===== src/hw/rtl/ashk_pkg.sv =====
// Package: shared types, constants and state encodings for the shake detector.
package ashk_pkg;

   localparam int MAX_EVENTS  = 16;
   localparam int SAMPLE_BITS = 16;
   localparam int EIDX_W      = $clog2(MAX_EVENTS);
   localparam int ECNT_W      = $clog2(MAX_EVENTS + 1);
   localparam int SQ_W        = 2 * SAMPLE_BITS + 2;
   localparam int MAG_W       = SAMPLE_BITS + 1;
   localparam int CSR_IDX_W   = 2;

   localparam logic [CSR_IDX_W-1:0] CSR_MIN_MAG  = 2'd0;
   localparam logic [CSR_IDX_W-1:0] CSR_REQ_EVT  = 2'd1;
   localparam logic [CSR_IDX_W-1:0] CSR_WINDOW   = 2'd2;

   localparam logic [1:0] SIGN_ZERO = 2'd0;
   localparam logic [1:0] SIGN_POS  = 2'd1;
   localparam logic [1:0] SIGN_NEG  = 2'd2;

   typedef struct packed {
      logic signed [15:0] accel_x;
      logic signed [15:0] accel_y;
      logic signed [15:0] accel_z;
      logic [31:0]        time_ms;
      logic               restart;
   } req_type;

   typedef struct packed {
      logic [15:0] shake_level;
      logic [4:0]  event_count;
      logic        event_added;
   } rsp_type;

   typedef enum logic [3:0] {
      ST_IDLE,
      ST_SQ,
      ST_EXP_RD,
      ST_EXP_CHK,
      ST_ADD,
      ST_SQRT,
      ST_MAX_RD,
      ST_MAX_CHK,
      ST_DIV,
      ST_OUT
   } state_type;

   function automatic logic [1:0] sign_of(input logic signed [SAMPLE_BITS-1:0] v);
      if (v == '0)
         return SIGN_ZERO;
      else if (v[SAMPLE_BITS-1])
         return SIGN_NEG;
      else
         return SIGN_POS;
   endfunction

endpackage


===== src/hw/rtl/ashk_evt_store.sv =====
// Event store: time and magnitude memory with one write and one registered read port.
module ashk_evt_store
   import ashk_pkg::*;
(
   input  logic                   clock,
   input  logic                   wr_en,
   input  logic [EIDX_W-1:0]      wr_addr,
   input  logic [31:0]            wr_time,
   input  logic [MAG_W-1:0]       wr_mag,
   input  logic [EIDX_W-1:0]      rd_addr,
   output logic [31:0]            rd_time,
   output logic [MAG_W-1:0]       rd_mag
);

   logic [31:0]      time_mem [MAX_EVENTS];
   logic [MAG_W-1:0] mag_mem  [MAX_EVENTS];

   always_ff @(posedge clock) begin
      if (wr_en) begin
         time_mem[wr_addr] <= wr_time;
         mag_mem[wr_addr]  <= wr_mag;
      end
      rd_time <= time_mem[rd_addr];
      rd_mag  <= mag_mem[rd_addr];
   end

endmodule


===== src/hw/rtl/ashk_alu.sv =====
// Shared iterative unit: one restoring square-root or division step per cycle while step is high.
module ashk_alu
   import ashk_pkg::*;
(
   input  logic                 clock,
   input  logic                 sqrt_load,
   input  logic [SQ_W-1:0]      sqrt_arg,
   input  logic                 div_load,
   input  logic [MAG_W+7:0]     div_num,
   input  logic [15:0]          div_den,
   input  logic                 step,
   output logic [MAG_W-1:0]     sqrt_res,
   output logic [MAG_W+7:0]     div_quo
);

   localparam int RW = SQ_W / 2;
   localparam int DW = MAG_W + 8;

   // shared remainder register and subtract
   logic [SQ_W+1:0]  rem_ff,  rem_in;
   logic [SQ_W-1:0]  src_ff,  src_in;
   logic [DW-1:0]    res_ff,  res_in;
   logic [15:0]      den_ff,  den_in;
   logic             mode_ff, mode_in;
   logic [SQ_W+1:0]  trial;
   logic [SQ_W+1:0]  sub_a, sub_b;

   always_comb begin
      if (mode_ff) begin
         sub_a = {rem_ff[SQ_W-1:0], src_ff[SQ_W-1 -: 2]};
         sub_b = {{(SQ_W+2-RW-2){1'b0}}, res_ff[RW-1:0], 2'b01};
      end else begin
         sub_a = {rem_ff[SQ_W:0], src_ff[DW-1]};
         sub_b = {{(SQ_W+2-16){1'b0}}, den_ff};
      end
      trial   = sub_a - sub_b;
      rem_in  = rem_ff;
      src_in  = src_ff;
      res_in  = res_ff;
      den_in  = den_ff;
      mode_in = mode_ff;
      if (sqrt_load) begin
         mode_in = 1'b1;
         rem_in  = '0;
         src_in  = sqrt_arg;
         res_in  = '0;
      end else if (div_load) begin
         mode_in = 1'b0;
         rem_in  = '0;
         src_in  = {{(SQ_W-DW){1'b0}}, div_num};
         res_in  = '0;
         den_in  = div_den;
      end else if (step) begin
         if (mode_ff)
            src_in = {src_ff[SQ_W-3:0], 2'b00};
         else
            src_in = {src_ff[SQ_W-1:DW], src_ff[DW-2:0], 1'b0};
         if (sub_a >= sub_b) begin
            rem_in = trial;
            res_in = {res_ff[DW-2:0], 1'b1};
         end else begin
            rem_in = sub_a;
            res_in = {res_ff[DW-2:0], 1'b0};
         end
      end
   end

   always_ff @(posedge clock) begin
      rem_ff  <= rem_in;
      src_ff  <= src_in;
      res_ff  <= res_in;
      den_ff  <= den_in;
      mode_ff <= mode_in;
   end

   assign sqrt_res = res_ff[MAG_W-1:0];
   assign div_quo  = res_ff;

endmodule


===== src/hw/rtl/accel_shake_detector.sv =====
// Top level: sequencer, sample state and result register of the shake detector.
// Beat flow: restart beats go straight to the result; other beats walk the live events for
// expiry, take a new event's root, compact the store when the oldest is dropped, scan for
// the maximum and divide for the level when needed; the result waits while it is stalled.
// Throughput: one beat at a time; the next beat is taken the cycle after the result loads.
// Reset: synchronous, active high; sets registers to defaults, clears previous sample, signs and count.
module accel_shake_detector
   import ashk_pkg::*;
(
   input  logic              clock,
   input  logic              reset,
   input  logic              req_valid,
   output logic              req_stall,
   input  req_type           req_data,
   output logic              rsp_valid,
   input  logic              rsp_stall,
   output rsp_type           rsp_data,
   input  logic              csr_wr_en,
   input  logic [CSR_IDX_W-1:0] csr_index,
   input  logic [15:0]       csr_wdata
);

   localparam int SQRT_STEPS = SQ_W / 2;
   localparam int DIV_STEPS  = MAG_W + 8;
   localparam int STEP_W     = $clog2(DIV_STEPS + 1);

   state_type state_ff, state_in;

   logic [15:0] min_mag_ff, min_mag_in;
   logic [4:0]  req_evt_ff, req_evt_in;
   logic [15:0] window_ff,  window_in;

   logic signed [SAMPLE_BITS-1:0] prev_ff [3];
   logic signed [SAMPLE_BITS-1:0] prev_in [3];
   logic [1:0]  psign_ff [3];
   logic [1:0]  psign_in [3];

   req_type     cur_ff, cur_in;
   logic [SQ_W-1:0]  sq_ff, sq_in;
   logic [1:0]       ax_ff, ax_in;
   logic             chg_ff, chg_in;
   logic [ECNT_W-1:0] live_ff, live_in;
   logic [ECNT_W-1:0] rd_ff, rd_in;
   logic [ECNT_W-1:0] wr_ff, wr_in;
   logic [MAG_W-1:0]  max_ff, max_in;
   logic [STEP_W-1:0] cnt_ff, cnt_in;
   logic              add_ff, add_in;
   logic              ovf_ff, ovf_in;
   logic              rsp_valid_ff, rsp_valid_in;
   rsp_type           out_ff, out_in;
   rsp_type           rsp_ff, rsp_in;

   logic               st_wr;
   logic [EIDX_W-1:0]  st_waddr;
   logic [31:0]        st_wtime;
   logic [MAG_W-1:0]   st_wmag;
   logic [EIDX_W-1:0]  st_raddr;
   logic [31:0]        st_rtime;
   logic [MAG_W-1:0]   st_rmag;

   logic              sqrt_load, div_load, alu_step;
   logic [MAG_W-1:0]  sqrt_res;
   logic [MAG_W+7:0]  div_quo;

   logic signed [SAMPLE_BITS-1:0] s_ax [3];
   logic signed [SAMPLE_BITS:0]   diff;
   logic [SAMPLE_BITS:0]          adiff;
   logic [SQ_W-1:0]               adsq;
   logic [31:0]                   thr;
   logic                          any_chg;
   logic [31:0]                   age;

   ashk_evt_store u_store (
      .clock   (clock),
      .wr_en   (st_wr),
      .wr_addr (st_waddr),
      .wr_time (st_wtime),
      .wr_mag  (st_wmag),
      .rd_addr (st_raddr),
      .rd_time (st_rtime),
      .rd_mag  (st_rmag)
   );

   ashk_alu u_alu (
      .clock     (clock),
      .sqrt_load (sqrt_load),
      .sqrt_arg  (sq_ff),
      .div_load  (div_load),
      .div_num   ({max_ff, 8'd0}),
      .div_den   (min_mag_ff),
      .step      (alu_step),
      .sqrt_res  (sqrt_res),
      .div_quo   (div_quo)
   );

   assign s_ax[0] = cur_ff.accel_x[SAMPLE_BITS-1:0];
   assign s_ax[1] = cur_ff.accel_y[SAMPLE_BITS-1:0];
   assign s_ax[2] = cur_ff.accel_z[SAMPLE_BITS-1:0];
   assign thr     = min_mag_ff * min_mag_ff;
   assign age     = cur_ff.time_ms - st_rtime;

   always_comb begin
      any_chg = 1'b0;
      for (int i = 0; i < 3; i++)
         if (sign_of(s_ax[i]) != psign_ff[i])
            any_chg = 1'b1;
      diff  = {s_ax[ax_ff][SAMPLE_BITS-1], s_ax[ax_ff]}
              - {prev_ff[ax_ff][SAMPLE_BITS-1], prev_ff[ax_ff]};
      adiff = diff[SAMPLE_BITS] ? (~diff + 1'b1) : diff;
      adsq  = adiff * adiff;
   end

   always_comb begin
      state_in     = state_ff;
      min_mag_in   = min_mag_ff;
      req_evt_in   = req_evt_ff;
      window_in    = window_ff;
      prev_in      = prev_ff;
      psign_in     = psign_ff;
      cur_in       = cur_ff;
      sq_in        = sq_ff;
      ax_in        = ax_ff;
      chg_in       = chg_ff;
      live_in      = live_ff;
      rd_in        = rd_ff;
      wr_in        = wr_ff;
      max_in       = max_ff;
      cnt_in       = cnt_ff;
      add_in       = add_ff;
      ovf_in       = ovf_ff;
      rsp_valid_in = rsp_valid_ff;
      out_in       = out_ff;
      rsp_in       = rsp_ff;
      st_wr        = 1'b0;
      st_waddr     = wr_ff[EIDX_W-1:0];
      st_wtime     = st_rtime;
      st_wmag      = st_rmag;
      st_raddr     = rd_ff[EIDX_W-1:0];
      sqrt_load    = 1'b0;
      div_load     = 1'b0;
      alu_step     = 1'b0;
      req_stall    = 1'b1;

      if (csr_wr_en) begin
         case (csr_index)
            CSR_MIN_MAG: min_mag_in = csr_wdata;
            CSR_REQ_EVT: req_evt_in = csr_wdata[4:0];
            CSR_WINDOW:  window_in  = csr_wdata;
            default: ;
         endcase
      end

      if (rsp_valid_ff && !rsp_stall)
         rsp_valid_in = 1'b0;

      case (state_ff)
         ST_IDLE: begin
            req_stall = 1'b0;
            if (req_valid) begin
               cur_in   = req_data;
               state_in = ST_SQ;
               sq_in    = '0;
               ax_in    = 2'd0;
            end
         end
         ST_SQ: begin
            if (cur_ff.restart) begin
               live_in = '0;
               for (int i = 0; i < 3; i++) begin
                  prev_in[i]  = s_ax[i];
                  psign_in[i] = SIGN_ZERO;
               end
               out_in   = '0;
               state_in = ST_OUT;
            end else begin
               // one axis per cycle
               sq_in = sq_ff + adsq;
               ax_in = ax_ff + 2'd1;
               if (ax_ff == 2'd2) begin
                  chg_in = any_chg;
                  if (any_chg)
                     for (int i = 0; i < 3; i++)
                        psign_in[i] = sign_of(s_ax[i]);
                  for (int i = 0; i < 3; i++)
                     prev_in[i] = s_ax[i];
                  rd_in    = '0;
                  wr_in    = '0;
                  state_in = ST_EXP_RD;
               end
            end
         end
         ST_EXP_RD: begin
            // memory read issued with rd_ff
            if (rd_ff == live_ff) begin
               live_in  = wr_ff;
               state_in = ST_ADD;
            end else
               state_in = ST_EXP_CHK;
         end
         ST_EXP_CHK: begin
            if (age <= {16'd0, window_ff}) begin
               st_wr  = 1'b1;
               wr_in  = wr_ff + 1'b1;
            end
            rd_in    = rd_ff + 1'b1;
            st_raddr = EIDX_W'(rd_ff + 1'b1);
            state_in = ST_EXP_RD;
         end
         ST_ADD: begin
            add_in = chg_ff && ({{(SQ_W-32){1'b0}}, thr} < sq_ff);
            ovf_in = live_ff == ECNT_W'(MAX_EVENTS);
            if (chg_ff && ({{(SQ_W-32){1'b0}}, thr} < sq_ff)) begin
               sqrt_load = 1'b1;
               cnt_in    = '0;
               state_in  = ST_SQRT;
            end else begin
               rd_in    = '0;
               max_in   = '0;
               st_raddr = '0;
               state_in = ST_MAX_RD;
            end
         end
         ST_SQRT: begin
            alu_step = 1'b1;
            cnt_in   = cnt_ff + 1'b1;
            if (cnt_ff == STEP_W'(SQRT_STEPS)) begin
               alu_step = 1'b0;
               if (ovf_ff) begin
                  // drop oldest: compact the store by one
                  rd_in    = ECNT_W'(1);
                  wr_in    = '0;
                  st_raddr = EIDX_W'(1);
                  chg_in   = 1'b0;
                  max_in   = sqrt_res;
                  ovf_in   = 1'b0;
                  cnt_in   = STEP_W'(1);
                  state_in = ST_EXP_CHK;
                  st_wr    = 1'b0;
               end else begin
                  st_wr    = 1'b1;
                  st_waddr = live_ff[EIDX_W-1:0];
                  st_wtime = cur_ff.time_ms;
                  st_wmag  = sqrt_res;
                  live_in  = live_ff + 1'b1;
                  rd_in    = '0;
                  max_in   = '0;
                  st_raddr = '0;
                  state_in = ST_MAX_RD;
               end
            end
         end
         ST_MAX_RD: begin
            if (rd_ff == live_ff) begin
               if (live_ff < req_evt_ff || max_ff == '0) begin
                  out_in.shake_level = '0;
                  state_in = ST_OUT;
               end else if (min_mag_ff == '0) begin
                  out_in.shake_level = 16'hFFFF;
                  state_in = ST_OUT;
               end else begin
                  div_load = 1'b1;
                  cnt_in   = '0;
                  state_in = ST_DIV;
               end
               out_in.event_count = 5'(live_ff);
               out_in.event_added = add_ff;
            end else
               state_in = ST_MAX_CHK;
         end
         ST_MAX_CHK: begin
            if (st_rmag > max_ff)
               max_in = st_rmag;
            rd_in    = rd_ff + 1'b1;
            st_raddr = EIDX_W'(rd_ff + 1'b1);
            state_in = ST_MAX_RD;
         end
         ST_DIV: begin
            alu_step = 1'b1;
            cnt_in   = cnt_ff + 1'b1;
            if (cnt_ff == STEP_W'(DIV_STEPS)) begin
               alu_step = 1'b0;
               out_in.shake_level = (div_quo > (MAG_W+8)'(16'hFFFF)) ? 16'hFFFF
                                    : div_quo[15:0];
               state_in = ST_OUT;
            end
         end
         ST_OUT: begin
            if (!rsp_valid_ff || !rsp_stall) begin
               rsp_valid_in = 1'b1;
               rsp_in       = out_ff;
               state_in     = ST_IDLE;
            end
         end
         default: state_in = ST_IDLE;
      endcase

      // overflow compaction reuses the expiry copy path with a forced append
      if (state_ff == ST_EXP_RD && chg_ff == 1'b0 && cnt_ff == STEP_W'(1)
          && rd_ff == live_ff) begin
         st_wr    = 1'b1;
         st_waddr = wr_ff[EIDX_W-1:0];
         st_wtime = cur_ff.time_ms;
         st_wmag  = max_ff;
         live_in  = wr_ff + 1'b1;
         cnt_in   = '0;
         rd_in    = '0;
         max_in   = '0;
         st_raddr = '0;
         state_in = ST_MAX_RD;
      end
   end

   always_ff @(posedge clock) begin
      if (reset) begin
         state_ff     <= ST_IDLE;
         min_mag_ff   <= 16'd1000;
         req_evt_ff   <= 5'd3;
         window_ff    <= 16'd1000;
         live_ff      <= '0;
         rsp_valid_ff <= 1'b0;
         cnt_ff       <= '0;
         for (int i = 0; i < 3; i++) begin
            prev_ff[i]  <= '0;
            psign_ff[i] <= SIGN_ZERO;
         end
      end else begin
         state_ff     <= state_in;
         min_mag_ff   <= min_mag_in;
         req_evt_ff   <= req_evt_in;
         window_ff    <= window_in;
         live_ff      <= live_in;
         rsp_valid_ff <= rsp_valid_in;
         cnt_ff       <= cnt_in;
         prev_ff      <= prev_in;
         psign_ff     <= psign_in;
      end
      cur_ff <= cur_in;
      sq_ff  <= sq_in;
      ax_ff  <= ax_in;
      chg_ff <= chg_in;
      rd_ff  <= rd_in;
      wr_ff  <= wr_in;
      max_ff <= max_in;
      add_ff <= add_in;
      ovf_ff <= ovf_in;
      out_ff <= out_in;
      rsp_ff <= rsp_in;
   end

   assign rsp_valid = rsp_valid_ff;
   assign rsp_data  = rsp_ff;

`ifndef ASSERT_OFF
   a_count_max: assert property (@(posedge clock) disable iff (reset)
      live_ff <= ECNT_W'(MAX_EVENTS)) else $error("event count overflow");
   a_ready_idle: assert property (@(posedge clock) disable iff (reset)
      !req_stall |-> state_ff == ST_IDLE) else $error("ready outside idle");
   a_rsp_count: assert property (@(posedge clock) disable iff (reset)
      rsp_valid |-> rsp_data.event_count <= 5'(MAX_EVENTS)) else $error("bad count");
   a_restart_zero: assert property (@(posedge clock) disable iff (reset)
      rsp_valid && rsp_data.event_added |-> rsp_data.event_count != '0)
      else $error("added with no events");
`endif

endmodule


===== config.mk =====
export PLATFORM = sky130hd
export DESIGN_NAME = accel_shake_detector
export DESIGN_NICKNAME = d
export VERILOG_FILES = /design/src/hw/rtl/ashk_pkg.sv /design/src/hw/rtl/ashk_evt_store.sv /design/src/hw/rtl/ashk_alu.sv /design/src/hw/rtl/accel_shake_detector.sv
export SDC_FILE = /design/constraint.sdc
export NUM_CORES = 2
export LEC_CHECK = 0
export BUFFER_PORTS_ARGS = -buffer_cell sky130_fd_sc_hd__clkbuf_2
export CORE_MARGIN = 3
export CORE_UTILIZATION = 60
export CTS_BUF_LIST = sky130_fd_sc_hd__clkbuf_8
export CTS_CLUSTER_SIZE = 12
export DETAILED_ROUTE_END_ITERATION = 10
export HOLD_SLACK_MARGIN = 0.1
export PLACE_DENSITY = 0.77
export SLEW_MARGIN = 20
export SYNTH_ARGS = -nofsm -noshare
export SYNTH_HDL_FRONTEND = slang
export SYNTH_HIERARCHICAL = 1
export SYNTH_SLANG_ARGS = --single-unit

===== constraint.sdc =====
create_clock -name clock -period 12.45 [get_ports clock]
set_input_delay 1.245 -clock clock [delete_from_list [all_inputs] [get_ports clock]]
set_output_delay 1.245 -clock clock [all_outputs]
set_load 0.03 [all_outputs]

Word-level counts from Yosys, hierarchy flattened
Memory sizes are Yosys's and may differ from the RTL's. A register that Yosys moved wholly into a read port is not among the register bits.
Cells that the tools add are included.
{"block": "word_totals", "reg_bits": 408, "ram_bits": 784, "input_bits": 104, "out_inout_bits": 24, "memories": 2}
{"block": "classes", "n_addsub": 10, "mul": 2, "order_cmp": 7, "n_eq_ne": 45, "mux": 129, "bitwise_logic": 4, "n_reduce_logical": 54}
{"memory": "u_store.time_mem", "words": 16, "word_bits": 32, "read_ports": 1, "rd_ports_with_merged_regs": 1, "write_ports": 1, "line_no": "ashk_evt_store.sv:15", "rtl": "logic [31:0] time_mem [MAX_EVENTS];"}
{"memory": "u_store.mag_mem", "words": 16, "word_bits": 17, "read_ports": 1, "rd_ports_with_merged_regs": 1, "write_ports": 1, "line_no": "ashk_evt_store.sv:16", "rtl": "logic [MAG_W-1:0] mag_mem [MAX_EVENTS];"}
{"op": "$mux 34", "count": 6}
{"op": "$mux 17", "count": 9}
{"op": "$mux 16", "count": 8}
{"op": "$mux 32", "count": 4}
{"op": "$mux 48", "count": 2}
{"op": "$mux 5", "count": 18}
{"op": "$pmux 34 s2", "count": 1}
{"op": "$bmux 16 s2", "count": 2}
{"op": "$logic_not 16->1", "count": 4}
{"op": "$mux 4", "count": 14}
{"op": "$pmux 17 s3", "count": 1}
{"op": "$pmux 16 s3", "count": 1}
{"op": "$mux 22", "count": 2}
{"op": "$pmux 4 s10", "count": 1}
{"op": "$pmux 5 s4", "count": 2}
{"op": "$ge 36x19->1", "count": 1}
{"op": "$mux 36", "count": 1}
{"op": "$mux 35", "count": 1}
{"op": "$reduce_and 5->1", "count": 7}
{"op": "$sub 35x19->35", "count": 1}
{"op": "$add 34x34->34", "count": 1}
{"op": "$lt 32x34->1", "count": 1}
{"op": "$mul 17x17->34", "count": 1}
{"op": "$le 32x16->1", "count": 1}
{"op": "51 further kinds", "count": 161}

Longest topological paths before layout
{"block": "logic_depth", "depth_word": 12, "ltp_mapped": 43}

Cells and area by module
The synthesis kept the hierarchy.
{"module": "accel_shake_detector", "instances": 1, "cells_per_inst": 3739, "area_per_inst_um2": 33699.8}
{"module": "ashk_evt_store", "instances": 1, "cells_per_inst": 1268, "area_per_inst_um2": 30335.3}
{"module": "ashk_alu", "instances": 1, "cells_per_inst": 729, "area_per_inst_um2": 6846.6}

Least setup slack after synthesis
OpenSTA, ideal clock, no wires.
{"block": "synth_path", "path_kind": "reg-to-reg", "start": "reg ax_ff[0]", "end": "reg sq_ff[32] (data pin)", "setup_ns": 0.269, "arrival_time_ns": 9.391, "required_ns": 12.181, "setup_slack_ns": 2.790, "stages_incl_launch_ff": 37, "n_path_buf": 3, "period_less_slack_ns": 9.660, "cell_sequence": "edfxtp_1 > clkbuf_1 > clkbuf_1 > mux2i_1 > o21ai_0 > ha_1 > inv_1 > fa_1 > a211oi_2 > o21ai_1 > a2111oi_2 > mux2i_1 > o22ai_2 > or3b_1 > o21ai_0 > xor2_1 > inv_2 > buf_2 > nand2_1 > fa_1 > inv_1 > fa_1 > fa_1 > fa_1 > fa_1 > inv_1 > fa_1 > inv_1 > ha_1 > a2111oi_0 > a31oi_1 > a311oi_1 > o21ai_0 > o211ai_1 > o21ai_0 > o41ai_1 > mux2i_1"}
{"block": "synth_via", "elab_chain_len": 12, "word_cells_on_any_way": 15}
{"element": "from (decl)", "line_no": "accel_shake_detector.sv:40", "rtl": "logic [1:0] ax_ff, ax_in;"}
{"element": "from (signal assigned)", "line_no": "accel_shake_detector.sv:339", "rtl": "ax_ff <= ax_in;"}
{"element": "$not 2->3 (not written as such) (*)", "line_no": "accel_shake_detector.sv:107, accel_shake_detector.sv:108"}
{"element": "$bmux 16 s2 (on tied branches)", "line_no": "accel_shake_detector.sv:107, accel_shake_detector.sv:108"}
{"element": "$mux 16 (on tied branches) (2 in series)", "line_no": "accel_shake_detector.sv:107, accel_shake_detector.sv:108"}
{"element": "$sub 16x16->17 (*)", "line_no": "accel_shake_detector.sv:108", "rtl": "- {prev_ff[ax_ff][SAMPLE_BITS-1], prev_ff[ax_ff]};"}
{"element": "$not 17->17", "line_no": "accel_shake_detector.sv:109", "rtl": "adiff = diff[SAMPLE_BITS] ? (~diff + 1'b1) : diff;"}
{"element": "$add 17x1->17", "line_no": "accel_shake_detector.sv:109"}
{"element": "$mux 17 (*)", "line_no": "accel_shake_detector.sv:109"}
{"element": "$mul 17x17->34 (*)", "line_no": "accel_shake_detector.sv:110", "rtl": "adsq = adiff * adiff;"}
{"element": "$add 34x34->34 (*)", "line_no": "accel_shake_detector.sv:177", "rtl": "sq_in = sq_ff + adsq;"}
{"element": "$mux 34 (*)", "line_no": "accel_shake_detector.sv:167", "rtl": "if (cur_ff.restart) begin"}
{"element": "$pmux 34 s2 (*)", "line_no": "accel_shake_detector.sv:156", "rtl": "case (state_ff)"}
{"element": "to (signal assigned)", "line_no": "accel_shake_detector.sv:338", "rtl": "sq_ff <= sq_in;"}
{"element": "to (decl)", "line_no": "accel_shake_detector.sv:39", "rtl": "logic [SQ_W-1:0] sq_ff, sq_in;"}
Every way passes the cells marked *; elsewhere a longest branch is shown, timed or not. The select of a mux whose other input is x is not followed.
A chain may end at the register's enable or synchronous reset.

Worst setup path in the final report
{"block": "layout_path", "start": "reg min_mag_ff[7]", "end": "reg u_alu.src_ff[23] (enable)"}
{"block": "layout_via", "elab_chain_len": 6, "word_cells_on_any_way": 11}
{"element": "from (decl)", "line_no": "accel_shake_detector.sv:29", "rtl": "logic [15:0] min_mag_ff, min_mag_in;"}
{"element": "from (signal assigned)", "line_no": "accel_shake_detector.sv:328", "rtl": "min_mag_ff <= min_mag_in;"}
{"element": "$mul 16x16->32", "line_no": "accel_shake_detector.sv:99", "rtl": "assign thr = min_mag_ff * min_mag_ff;"}
{"element": "$lt 32x34->1", "line_no": "accel_shake_detector.sv:212", "rtl": "if (chg_ff && ({{(SQ_W-32){1'b0}}, thr} < sq_ff)) begin"}
{"element": "$logic_and 1x1->1", "line_no": "accel_shake_detector.sv:212"}
{"element": "$mux 1", "line_no": "accel_shake_detector.sv:212"}
{"element": "$mux 1", "line_no": "accel_shake_detector.sv:156"}
{"element": "named net sqrt_load", "line_no": "accel_shake_detector.sv:61", "rtl": "logic sqrt_load, div_load, alu_step;"}
{"element": "$reduce_bool 3->1 (no source line)"}
{"element": "to (signal assigned)", "line_no": "ashk_alu.sv:70", "rtl": "src_ff <= src_in;"}
{"element": "to (decl)", "line_no": "ashk_alu.sv:21", "rtl": "logic [SQ_W-1:0] src_ff, src_in;"}
The timed path passes the listed nets, and every way through them passes these cells.

==> results.sh <==
export IMPL_run_status="completed"
export IMPL_cts_sinks=1241
export IMPL_place_port_buffers=127
export IMPL_synth_lib_cells_used_distinct=103
export IMPL_asyncSetResetFlopFracSynth=0
export IMPL_drc_errors=0
export IMPL_areaGrowthSynthToFinish_pct=8.95
export IMPL_start_util=0.608
export IMPL_antenna_found_initial=4
export IMPL_detailedPlacementHpwl_um=118000
export IMPL_cts_hold_buf=0
export IMPL_setup_violations=0
export IMPL_drt_initial_drc_count=5131
export IMPL_clockRootBuffer="clkbuf_8"
export IMPL_critPathArrivalTime_ns=11.61
export IMPL_synth_top_cells_by_count="edfxtp_1 (1,003), inv_1 (712), nand2_1 (575)"
export IMPL_postLayoutSetupSlackWorst_ns=1.25
export IMPL_clock_insertion_delay_worst_skew_ns=0.91
export IMPL_cts_buffers=194
export IMPL_maxCapViolCount=0
export IMPL_placeableCoreArea_um2=117000
export IMPL_critical_path_s_largest_stage_delay_ns=0.89
export IMPL_die_height_um=350
export IMPL_relSlewSlack=0.211
export IMPL_critical_path_top_cell_by_count="fa_1"
export IMPL_post_route_cells_drive_above_1_share=0.136
export IMPL_finalClockSkew_ns=0.0527
export IMPL_timing_hold_violations_final=0
export IMPL_grt_overflow_total=0
export IMPL_synth_largest_area_cell="edfxtp_1"
export IMPL_syn_mean_instance_area_um2=12.4
export IMPL_cts_buffer_depth=3
export IMPL_holdCritPathClass="register to register"
export IMPL_finalCoreUtilization=0.662
export IMPL_routedWlPerCell_um=23.4
export IMPL_grt_first_pass_wirelength_um=274000
export IMPL_setup_tns_final_ns=0
export IMPL_most_area_consuming_cells_after_synthesis="edfxtp_1 (42%), fa_1 (11%), dfxtp_1 (6.7%)"
export IMPL_detail_route_antenna_nets=0
export IMPL_floorplan_die_area_um2=122000
export IMPL_cts_resized=0
export IMPL_period_minus_slack_ns=11.20
export IMPL_grt_pass1_vias=47848
export IMPL_route_detailed_vias_per_inst=6.19
export IMPL_grtUsageTotal=0.293
export IMPL_total_setup_buffers_inserted_after_cts=0
export IMPL_critPathBufInv=5
export IMPL_cpLargestDelayFamily="adder cells"
export IMPL_critical_path_required_ns=12.86
export IMPL_tightestPinTransition_ns=1.18
export IMPL_timing_final_crit_share=0.900
export IMPL_pin_count_of_the_biggest_net_entering_global_routing=114
export IMPL_die_width_um=350
export IMPL_synthesis_area_um2=70900
export IMPL_timing_critical_path_slowest_stage_cell="nor2_1"
export IMPL_critical_path_peak_fanout=67
export IMPL_synth_warning_count=6
export IMPL_sequential_to_total_area_share_from_yosys_stat=0.492
export IMPL_timing_max_transition_violations_final=0
export IMPL_num_vias=47037
export IMPL_synth_top_flop_cell="edfxtp_1"
export IMPL_path_clk_slew_ns=0.06
export IMPL_detailedRoute_firstPassIterationCount=6
export IMPL_achievable_frequency_mhz=89.3
export IMPL_worst_setup_path_start_kind="register"
export IMPL_synth_edf_count=1003
export IMPL_synthDominantCellAreaShare=0.425
export IMPL_nNetsFinal=6739
export IMPL_pin_count=128
export IMPL_cts_tree="yes"
export IMPL_row_count=125
export IMPL_detail_route_wirelength_um=178000
export IMPL_post_place_ws_ns=1.40
export IMPL_synth_seq_cells=1241
export IMPL_globalplace_congestion=0.950
export IMPL_endpoint_kind="register"
export IMPL_rsz0062_at_grt="no"
export IMPL_synthMostInstantiatedCell="edfxtp_1"
export IMPL_syn_instance_count=5736
export IMPL_worst_setup_path_type="register to register"
export IMPL_h_tree_depth=4
[placed cells by master, fill, tap and decap left out, types with 53 or more instances in the layout]
master    instances
a21o_1           78
a21oi_1         224
a22oi_1         170
and2_1           76
buf_4            74
clkbuf_2        126
clkbuf_8        215
dfxtp_1         237
edfxtp_1       1003
fa_1            394
ha_1            343
inv_1           793
mux2_2           57
mux2i_1         106
mux4_2          196
nand2_1         574
nand3_1          64
nor2_1          277
nor3_1           54
o21ai_0         146
xnor2_1          80
xor2_1           53
[stage by stage]
| stage | instance area (µm²) | hold WS (ns) | cells |
|---|---|---|---|
| CTS | 77200 | 0.396 | 7590 |
| detailed placement | 73300 | 0.406 | 7226 |
| finish | 77200 | 0.386 | 7593 |
| global route | 77200 | 0.413 | 7592 |
| global placement | 73200 | 0.406 | 7224 |
| floorplan | 70900 | 0.400 | 5754 |
[final timing paths]
kind	startpoint	endpoint	slack, ns	cells past startpoint
worst min-delay path	out_ff[2]$_SDFFCE_PP0P_	rsp_data[2]$_DFFE_PP_	0.39	0
worst min register to register	out_ff[2]$_SDFFCE_PP0P_	rsp_data[2]$_DFFE_PP_	0.39	0
worst max register to register	min_mag_ff[7]$_SDFFE_PP1P_	u_alu/src_ff[23]$_DFFE_PP_	1.25	30
worst max-delay path	min_mag_ff[7]$_SDFFE_PP1P_	u_alu/src_ff[23]$_DFFE_PP_	1.25	30
[flip-flops by register name, indices dropped and copies added (netlist names), 6 cells and up]
| signal | count |
|---|---|
| cur_ff | 81 |
| max_ff | 17 |
| min_mag_ff | 16 |
| out_ff | 22 |
| prev_ff | 48 |
| psign_ff | 6 |
| rsp_data | 22 |
| sq_ff | 34 |
| u_alu/den_ff | 16 |
| u_alu/div_quo | 25 |
| u_alu/rem_ff | 35 |
| u_alu/src_ff | 34 |
| u_store/mag_mem | 272 |
| u_store/rd_mag | 17 |
| u_store/rd_time | 32 |
| u_store/time_mem | 512 |
| window_ff | 16 |
[metal layers]
metal,track usage,vias to the layer above,part of all wire
met4,0.119,4,0.041
met5,0,-,0.00012
met1,0.388,23492,0.38
met3,0.0529,451,0.090
li1,-,20760,-
met2,0.483,2330,0.49
[final cells by class]
cell class | count | area (µm²)
Fill cell | 8334 | 39400
Sequential cell | 1241 | 34900
Multi-Input combinational cell | 3530 | 32400
Clock buffer | 215 | 2960
Inverter | 723 | 2710
Tap cell | 1524 | 1910
Timing Repair Buffer | 208 | 1360
Clock inverter | 149 | 996
Antenna cell | 3 | 7.51
[kinds of logic after synthesis]
family / synth area share
XOR/XNOR: 0.0169
adder cells (fa/ha/maj): 0.172
buffers and inverters: 0.0552
AND/OR/NAND/NOR: 0.0884
other: 0.000106
multiplexers: 0.0868
AO/OA/AOI/OAI: 0.0887
flip-flops: 0.492
Power is not shown: default switching activity piles up to over one toggle a cycle in this logic, so the estimate is an artifact.
